$ cat src/hvd_pkg.sv
// ----------------------------------------------------------------------------
// hvd_pkg: shared types and constants of the HMM Viterbi decoder
// Payload structs, operation codes and default sizes.
// ----------------------------------------------------------------------------
package hvd_pkg;

  localparam int STATES_DEF      = 8;
  localparam int SYMBOLS_DEF     = 16;
  localparam int MAX_STEPS_DEF   = 64;
  localparam int COST_BITS_DEF   = 16;
  localparam int METRIC_BITS_DEF = 24;

  localparam logic [1:0] OP_INIT  = 2'd0;
  localparam logic [1:0] OP_TRANS = 2'd1;
  localparam logic [1:0] OP_EMIT  = 2'd2;
  localparam logic [1:0] OP_OBS   = 2'd3;

  localparam logic CFG_STATES  = 1'b0;
  localparam logic CFG_SYMBOLS = 1'b1;

  typedef struct packed {
    logic [1:0]  operation;
    logic [2:0]  from_state;
    logic [2:0]  to_state;
    logic [3:0]  symbol;
    logic [15:0] cost;
    logic        is_last;
  } in_word_t;

  typedef struct packed {
    logic [5:0] time_index;
    logic [2:0] state_index;
    logic       run_end;
  } out_word_t;

endpackage

$ cat src/hvd_front.sv
// ----------------------------------------------------------------------------
// hvd_front: input stage
// Accepts input words into a small queue that feeds the back end.
// ----------------------------------------------------------------------------
module hvd_front (
  input  logic             clk,
  input  logic             rst_n,
  input  logic             in_valid,
  output logic             in_ready,
  input  hvd_pkg::in_word_t in_data,
  output logic             q_valid,
  input  logic             q_ready,
  output hvd_pkg::in_word_t q_data
);
  import hvd_pkg::*;

  in_word_t  mem_r [2];
  logic      wp_r, rp_r;
  logic [1:0] cnt_r;
  logic      push, pop;

  assign in_ready = (cnt_r != 2'd2);
  assign q_valid  = (cnt_r != 2'd0);
  assign q_data   = mem_r[rp_r];
  assign push     = in_valid && in_ready;
  assign pop      = q_valid && q_ready;

  always_ff @(posedge clk) begin
    if (push) begin
      mem_r[wp_r] <= in_data;
    end
    if (!rst_n) begin
      wp_r  <= 1'b0;
      rp_r  <= 1'b0;
      cnt_r <= 2'd0;
    end else begin
      if (push) wp_r <= ~wp_r;
      if (pop)  rp_r <= ~rp_r;
      cnt_r <= cnt_r + {1'b0, push} - {1'b0, pop};
    end
  end

endmodule

$ cat config.mk
export PLATFORM = sky130hd
export DESIGN_NAME = hvd_front
export DESIGN_NICKNAME = d
export VERILOG_FILES = /design/src/hvd_pkg.sv /design/src/hvd_front.sv
export SDC_FILE = /design/constraint.sdc
export NUM_CORES = 1
export LEC_CHECK = 0
export ABC_AREA = 1
export BUFFER_PORTS_ARGS = -buffer_cell sky130_fd_sc_hd__buf_4
export CAP_MARGIN = 20
export CORE_UTILIZATION = 55
export DETAILED_ROUTE_END_ITERATION = 8
export GPL_ROUTABILITY_DRIVEN = 0
export GPL_TIMING_DRIVEN = 1
export PLACE_DENSITY_LB_ADDON = 0.1
export SLEW_MARGIN = 25
export SYNTH_ARGS = -nofsm -noshare
export SYNTH_HDL_FRONTEND = slang
export SYNTH_SLANG_ARGS = --single-unit
export TNS_END_PERCENT = 10
$ cat constraint.sdc
create_clock -name clk -period 6.6 [get_ports clk]
set_input_delay 0.33 -clock clk [delete_from_list [all_inputs] [get_ports clk]]
set_output_delay 0.33 -clock clk [all_outputs]
set_load 0.02 [all_outputs]
==> results of run 1 <==
==> power by group through the flow <==
stage	Clock (mW)	Sequential, mW	Combinational, mW
after global routing	0.280	0.543	0.385
final	0.257	0.538	0.357
after floorplan	0	0.529	0.239
after CTS	0.262	0.538	0.360
after global placement	0	0.541	0.347
after detailed placement	0	0.546	0.359
==> cell families (layout without fill, tap and decap cells) <==
logic type	Yosys count	count (layout)	share of synthesized area
AOI/OAI and AO/OA	2	2	0.00422
buffers and inverters	10	87	0.0227
muxes	29	29	0.153
adders and majority gates	2	2	0.0105
DFF	63	63	0.776
and+or+nand+nor	20	20	0.0332
==> worst min-delay path by stage <==
stage	start	to	slack, ps	cells past startpoint
2_1_floorplan	rst_n	cnt_r[0]	420	2
3_3_place_gp	rp_r	rp_r	490	2
3_5_place_dp	in_data[23]	mem_r[0][23]	520	1
4_1_cts	in_data[0]	mem_r[0][0]	170	1
5_1_grt	in_data[28]	mem_r[0][28]	170	1
6_report	in_data[21]	mem_r[0][21]	190	1
==> sequential cells by signal (all words and copies together), names as in the netlist, named ones only <==
name,cells
mem_r,58
rp_r,1
wp_r,1
cnt_r,2
==> worst max-delay path, cell delays in order, from the launching register on <==
cell and delay [ps]:
sky130_fd_sc_hd__dfxtp_1 800, sky130_fd_sc_hd__buf_4 380, sky130_fd_sc_hd__mux2_2 370, sky130_fd_sc_hd__buf_4 160
==> cell type report <==
cell class | instances | area, sq um
timing repair buffer | 65 | 488
inverter | 7 | 26.3
fill | 229 | 1010
sequential | 63 | 1840
tap | 50 | 62.6
multi-input combinational | 53 | 480
clock buffer | 13 | 139
clock inverter | 2 | 8.76
==> through the flow <==
step                      setup WS, ps  hold WS, ps
after floorplan                   4250          423
after global placement            4640          487
after detailed placement          4570          518
after CTS                         4210          174
after global routing              4140          168
final                             4230          187
==> cells in the final DEF, fill, tap and decap left out <==
cell type,n
sky130_fd_sc_hd__nand2_1,9
sky130_fd_sc_hd__edfxtp_1,58
sky130_fd_sc_hd__a21oi_1,2
sky130_fd_sc_hd__inv_1,6
sky130_fd_sc_hd__dfxtp_1,5
sky130_fd_sc_hd__nor2_1,7
sky130_fd_sc_hd__clkbuf_1,4
sky130_fd_sc_hd__nand3_1,3
sky130_fd_sc_hd__ha_1,2
sky130_fd_sc_hd__mux2_4,10
sky130_fd_sc_hd__inv_2,1
sky130_fd_sc_hd__clkinv_1,1
sky130_fd_sc_hd__nor2_2,1
sky130_fd_sc_hd__clkbuf_8,9
sky130_fd_sc_hd__clkinv_2,1
sky130_fd_sc_hd__buf_4,65
sky130_fd_sc_hd__mux2_2,19
==> metal layers <==
metal  global-route usage  part of all wire  vias up
li1                     -                 -      614
met1                0.227              0.39      605
met2                0.316              0.52       59
met3               0.0625             0.072        6
met4                0.128             0.022        0
met5                    0                 0        -
==> PnR_summary.wiki, run 1 <==
{| class="wikitable"
! Metric !! Value
|-
| Average detailed-routed wire length per instance || approximately 15 um
|-
| Total GRT Usage || 0.197
|-
| Number of buffers inserted by hold repair at cts || 0
|-
| Comb pwr share || 0.310
|-
| Total count of hold-check failures in the final report || 0
|-
| Final core occ || 0.751
|-
| Insertion delay of the later-clocked pin in the worst-skew pair || 330 ps
|-
| H-tree depth || 3
|-
| Data arrival at the endpoint of the critical path || 2040 ps
|-
| Post-Syn Area || 2370 sq um
|-
| Main area contributors after synthesis || sky130_fd_sc_hd__edfxtp_1 (73%), sky130_fd_sc_hd__mux2_2 (9.0%), sky130_fd_sc_hd__mux2_4 (6.3%)
|-
| Number of setup violations in the final report || 0
|-
| Largest fanout of any net on the critical path || 15
|-
| R2R depth || 4
|-
| Distinct cell type count after synthesis || 12
|-
| Placed standard-cell area || ~2900 sq um
|-
| Register bit total from synthesis || between 60 and 70
|-
| Remaining design rule violation count || 0
|-
| Count of boundary I/O pins || 64
|-
| Nets@finish || 234
|-
| Post-layout total power || ~1.2 mW
|-
| Clk_skew || between 5 and 6 ps
|-
| Die footprint || between 4000 and 5000 sq um
|-
| Max-cap violation count || 0
|-
| Clock sink count || 63
|-
| Number of enable-type register cells in the synthesized netlist || 58
|-
| Total global routing overflow || 0
|-
| Initial core utilization || 0.585
|-
| Setup TNS || 0 ps
|-
| Run status || finished clean
|-
| Antenna viol nets, final || 0
|-
| Share of flip-flops with an asynchronous set or reset || 0
|-
| Kind of end point of the critical path || primary output
|-
| Resized Gates After CTS || 0
|-
| Peak supply drop || between 0.0003 and 0.0004 V
|-
| Switching Share || 0.298
|-
| Synth Warn # || 0
|-
| Leading cell type by number of instances after synthesis || sky130_fd_sc_hd__edfxtp_1
|-
| Via density || around 5.1
|-
| Vias in the first global route || between 1000 and 1500
|-
| Worst Path Required || approximately 6300 ps
|-
| Routed vias || between 1000 and 1500
|-
| Placed cell count || approximately 240
|-
| Commonest cells post-synth || sky130_fd_sc_hd__edfxtp_1 (58), sky130_fd_sc_hd__mux2_2 (19), sky130_fd_sc_hd__mux2_4 (10)
|-
| Post-CTS setup buffers || 0
|-
| Internal power component || a little over 0.8 mW
|-
| Final cell count without fillers || 253
|-
| Highest achievable clock rate || 422 MHz
|-
| Proportion of layout cells with a drive suffix above 1 || 0.522
|-
| Number of instances in the synthesized netlist || roughly 130
|-
| Power density of the placed cells || 378 nW/um^2
|-
| CTS tree || done
|-
| Tightest Hold Check Type || primary input to flip-flop
|-
| Final Max Slew Viols || 0
|-
| Cell type contributing the most total cell area after synthesis || sky130_fd_sc_hd__edfxtp_1
|-
| Count of standard-cell rows || 23
|-
| Share of total power in the clock network || 0.223
|-
| Die X || 67.7 um
|-
| Buffers from clock root to sink, at most || 2
|-
| Design area || around 3000 sq um
|-
| Leakage power figure || approximately 1.2 nW
|-
| Worst R2R End || mem_r[1][22]
|-
| Clock root buffer master || sky130_fd_sc_hd__clkbuf_8
|-
| Crit start category || flip-flop
|-
| DR pass1 iterations || 4
|-
| Setup slack on the worst flop-to-flop path || approximately 5000 ps
|-
| Register area share after synthesis || 0.776
|-
| Share of Yosys cell area claimed by the top area cell type || 0.734
|-
| Time the worst path needs with I/O delays and setup || roughly 2400 ps
|-
| Synthesized netlist net count || roughly 160
|-
| Clock slew at reported path FFs || 60 ps
|-
| Final WL || approximately 3900 um
|-
| Crit path kind || flip-flop to primary output
|-
| # diodes || 0
|-
| I/O Buffers || 63
|-
| Starting DRC count in detailed routing || 86
|-
| Avg Inst Size Synth || around 19 sq um
|-
| Standard cell core area || a little over 4000 sq um
|-
| Net switching power || approximately 0.34 mW
|-
| Antenna violations before repair || 0
|-
| Fraction of the cycle the final worst path needs || 0.359
|-
| RSZ-0062 raised after global routing || false
|-
| Floorplan die height || 67.7 um
|-
| Reg2Reg Launch Point || cnt_r[0]
|-
| Commonest register cell after synthesis || sky130_fd_sc_hd__edfxtp_1
|-
| Slew at the pin closest to its max-slew limit || 741 ps
|-
| Max_slew headroom || 0.505
|-
| Largest net degree at the start of global routing || 30
|-
| Critical path destination || q_data[6]
|-
| Number of CTS-inserted buffers || 9
|-
| Global-route wire length before repair || around 6000 um
|-
| Half-perimeter wire length of the detailed placement result || 2650 um
|-
| Relative contribution of sequential cells to total power || 0.467
|-
| Synth-to-Final Area Change || 28.4%
|}
Power figures use the tool's default switching activity.
==> inputs of run 2 (changes only) <==
--- a/config.mk
+++ b/config.mk
@@ -8,7 +8,7 @@
 export ABC_AREA = 1
 export BUFFER_PORTS_ARGS = -buffer_cell sky130_fd_sc_hd__buf_4
 export CAP_MARGIN = 20
-export CORE_UTILIZATION = 55
+export CORE_UTILIZATION = 46
 export DETAILED_ROUTE_END_ITERATION = 8
 export GPL_ROUTABILITY_DRIVEN = 0
 export GPL_TIMING_DRIVEN = 1
==> constraint.sdc (replaced) <==
create_clock -name clk -period 2 [get_ports clk]
set_input_delay 0.1 -clock clk [delete_from_list [all_inputs] [get_ports clk]]
set_output_delay 0.1 -clock clk [all_outputs]
set_load 0.02 [all_outputs]
==> PnR_summary.wiki, run 2 (synthesis gave the netlist of run 1 again) <==
{| class="wikitable"
! Metric !! Value
|-
| Proportion of layout cells with a drive suffix above 1 || 0.479 (was 0.522)
|-
| CTS tree || done (unchanged)
|-
| Number of buffers inserted by hold repair at cts || 30 (was 0)
|-
| Clock root buffer master || sky130_fd_sc_hd__clkbuf_8 (unchanged)
|-
| Clock sink count || 63 (unchanged)
|-
| Crit path kind || flip-flop to primary output (unchanged)
|-
| Count of boundary I/O pins || 64 (unchanged)
|-
| Highest achievable clock rate || slightly above 600 MHz
|-
| Kind of end point of the critical path || primary output (unchanged)
|-
| Nets@finish || 268 (was 234)
|-
| Insertion delay of the later-clocked pin in the worst-skew pair || 330 ps (about the same)
|-
| Largest fanout of any net on the critical path || 19 (was 15)
|-
| Global-route wire length before repair || 6490 um (was 5990 um)
|-
| Most common cell on crit path || sky130_fd_sc_hd__buf_4 (unchanged)
|-
| Leakage power figure || 1.39 nW (was 1.21 nW)
|-
| DR pass1 iterations || 4 (unchanged)
|-
| RSZ-0062 raised after global routing || false (unchanged)
|-
| Max FFs per register || 58 (unchanged)
|-
| Final Max Slew Viols || 0 (unchanged)
|-
| Average detailed-routed wire length per instance || 13.9 um (was 15.4 um)
|-
| Fraction of the cycle the final worst path needs || 0.816
|-
| Total global routing overflow || 0 (unchanged)
|-
| Registers with the most flip-flops || mem_r: 58 flops, cnt_r: 2 flops (unchanged)
|-
| Final WL || 4250 um (was 3900 um)
|-
| Half-perimeter wire length of the detailed placement result || 2640 um (was 2650 um)
|-
| Setup TNS || 0 ps (unchanged)
|-
| Cell with the largest stage delay on the worst path || sky130_fd_sc_hd__mux2_2 (was sky130_fd_sc_hd__dfxtp_1)
|-
| Antenna viol nets, final || 0 (unchanged)
|-
| # diodes || 0 (unchanged)
|-
| Die footprint || 5450 sq um (was 4580 sq um)
|-
| Antenna violations before repair || 0 (unchanged)
|-
| Combined area of the multi-input logic cells || 480 sq um (unchanged)
|-
| Final-layout fill cell count || 334 (was 229)
|-
| HP Start || in_valid (was in_data[21])
|-
| Buffers from clock root to sink, at most || 2 (unchanged)
|-
| Run status || finished clean (unchanged)
|-
| Worst Path Required || 1900 ps (was 6270 ps)
|-
| Number of cells on the worst hold path || 3 (was 1)
|-
| R2R depth || 10 (was 4)
|-
| Starting DRC count in detailed routing || 92 (was 86)
|-
| Peak supply drop || 0.000889 V (was 0.000307 V)
|-
| Via density || 4.69 (was 5.08)
|-
| Synth-to-Final Area Change || 45.9% (was 28.4%)
|-
| Tightest Hold Check Type || primary input to flip-flop (unchanged)
|-
| Most common cell after layout, fill and taps aside || sky130_fd_sc_hd__buf_4 (unchanged)
|-
| Reg2Reg Launch Point || cnt_r[0] (unchanged)
|-
| Post-CTS setup buffers || 0 (unchanged)
|-
| Crit start category || flip-flop (unchanged)
|-
| I/O Buffers || 63 (unchanged)
|-
| Time the worst path needs with I/O delays and setup || ~1600 ps
|-
| Max-cap violation count || 0 (unchanged)
|-
| Crit path largest cell delay || 390 ps (was 800 ps)
|-
| Worst Hold End || wp_r (was mem_r[0][21])
|-
| Slew at the pin closest to its max-slew limit || 385 ps (was 741 ps)
|-
| Count of standard-cell rows || 25 (was 23)
|-
| Worst R2R End || cnt_r[1] (was mem_r[1][22])
|-
| Setup slack on the worst flop-to-flop path || 430 ps (was 5020 ps)
|-
| Register with the most flip-flops || mem_r (unchanged)
|-
| Die X || 73.8 um (was 67.7 um)
|-
| Clk_skew || 8.89 ps (was 5.44 ps)
|-
| Routed vias || 1431 (was 1284)
|-
| Sequential cell area || 1840 sq um (unchanged)
|-
| Most frequent cells in the layout || sky130_fd_sc_hd__buf_4 (69), sky130_fd_sc_hd__edfxtp_1 (58), sky130_fd_sc_hd__dlygate4sd3_1 (30) (was sky130_fd_sc_hd__buf_4 (65), sky130_fd_sc_hd__edfxtp_1 (58), sky130_fd_sc_hd__mux2_2 (19))
|-
| Initial core utilization || 0.490 (was 0.585)
|-
| Total count of hold-check failures in the final report || 0 (unchanged)
|-
| Post-layout total power || 4.20 mW (was 1.15 mW)
|-
| Number of setup violations in the final report || 0 (unchanged)
|-
| Largest net degree at the start of global routing || 20 (was 30)
|-
| Remaining design rule violation count || 0 (unchanged)
|-
| Resized Gates After CTS || 0 (unchanged)
|-
| Cell-by-cell trace of the critical path || buf_4 -> mux2_2 -> buf_4 (unchanged)
|-
| Floorplan die height || 73.8 um (was 67.7 um)
|-
| H-tree depth || 3 (unchanged)
|-
| Standard cell core area || 4850 sq um (was 4060 sq um)
|-
| Max_slew headroom || 0.743 (was 0.505)
|-
| Power density of the placed cells || 1210 nW/um^2 (was 378 nW/um^2)
|-
| Clock slew at reported path FFs || 70 ps (was 60 ps)
|-
| Data arrival at the endpoint of the critical path || 1530 ps (was 2040 ps)
|-
| Total GRT Usage || 0.174 (was 0.197)
|-
| Vias in the first global route || 1466 (was 1286)
|-
| Number of CTS-inserted buffers || 9 (unchanged)
|}
run 2: per-layer routing:
layer  vias to the layer above  track usage  part of all wire
met1                       678        0.181              0.40
met5                         -            0                 0
met4                         0       0.0983             0.019
met3                         9       0.0686             0.063
li1                        684            -                 -
met2                        60        0.297              0.52
run 2: report_power, final:
part           internal, mW  switching, mW
sequential             1.67         0.0620
clock                 0.697          0.479
combinational         0.615          0.673
total                  2.98           1.21
run 2: stage by stage:
step	utilization	hold slack (ps)	std cells	worst slack [ps]	cell area, sq um
2_1_floorplan	-	193	126	113	2380
3_3_place_gp	0.609	285	259	523	2950
3_5_place_dp	0.609	289	259	448	2950
4_1_cts	0.714	56.9	305	355	3460
5_1_grt	0.714	65.7	305	281	3460
6_report	0.714	67.4	305	369	3460
run 2: worst max path at each step:
| stage | from | end | slack [ps] | cells past startpoint |
|---|---|---|---|---|
| after global placement | cnt_r[0] | mem_r[1][19] | 520 | 5 |
| final | flip-flop | q_data[2] | 370 | 3 |
| after CTS | flip-flop | q_data[28] | 360 | 3 |
| after floorplan | cnt_r[0] | mem_r[0][0] | 110 | 4 |
| after global routing | cnt_r[0] | cnt_r[1] | 280 | 11 |
| after detailed placement | cnt_r[0] | cnt_r[1] | 450 | 10 |
run 2: layout make-up:
class / count / share of cell area
sequential: 63 / 0.532
timing repair buffer: 99 / 0.236
multi-input combinational: 53 / 0.139
clock buffer: 10 / 0.0368
clock inverter: 6 / 0.0246
tap: 67 / 0.0242
inverter: 7 / 0.00759
run 2: worst max-delay path: cells and delay by family (launching register included):
family	cells	cell delay, ps
buf+inv	2	470
flops	1	330
mux	1	390
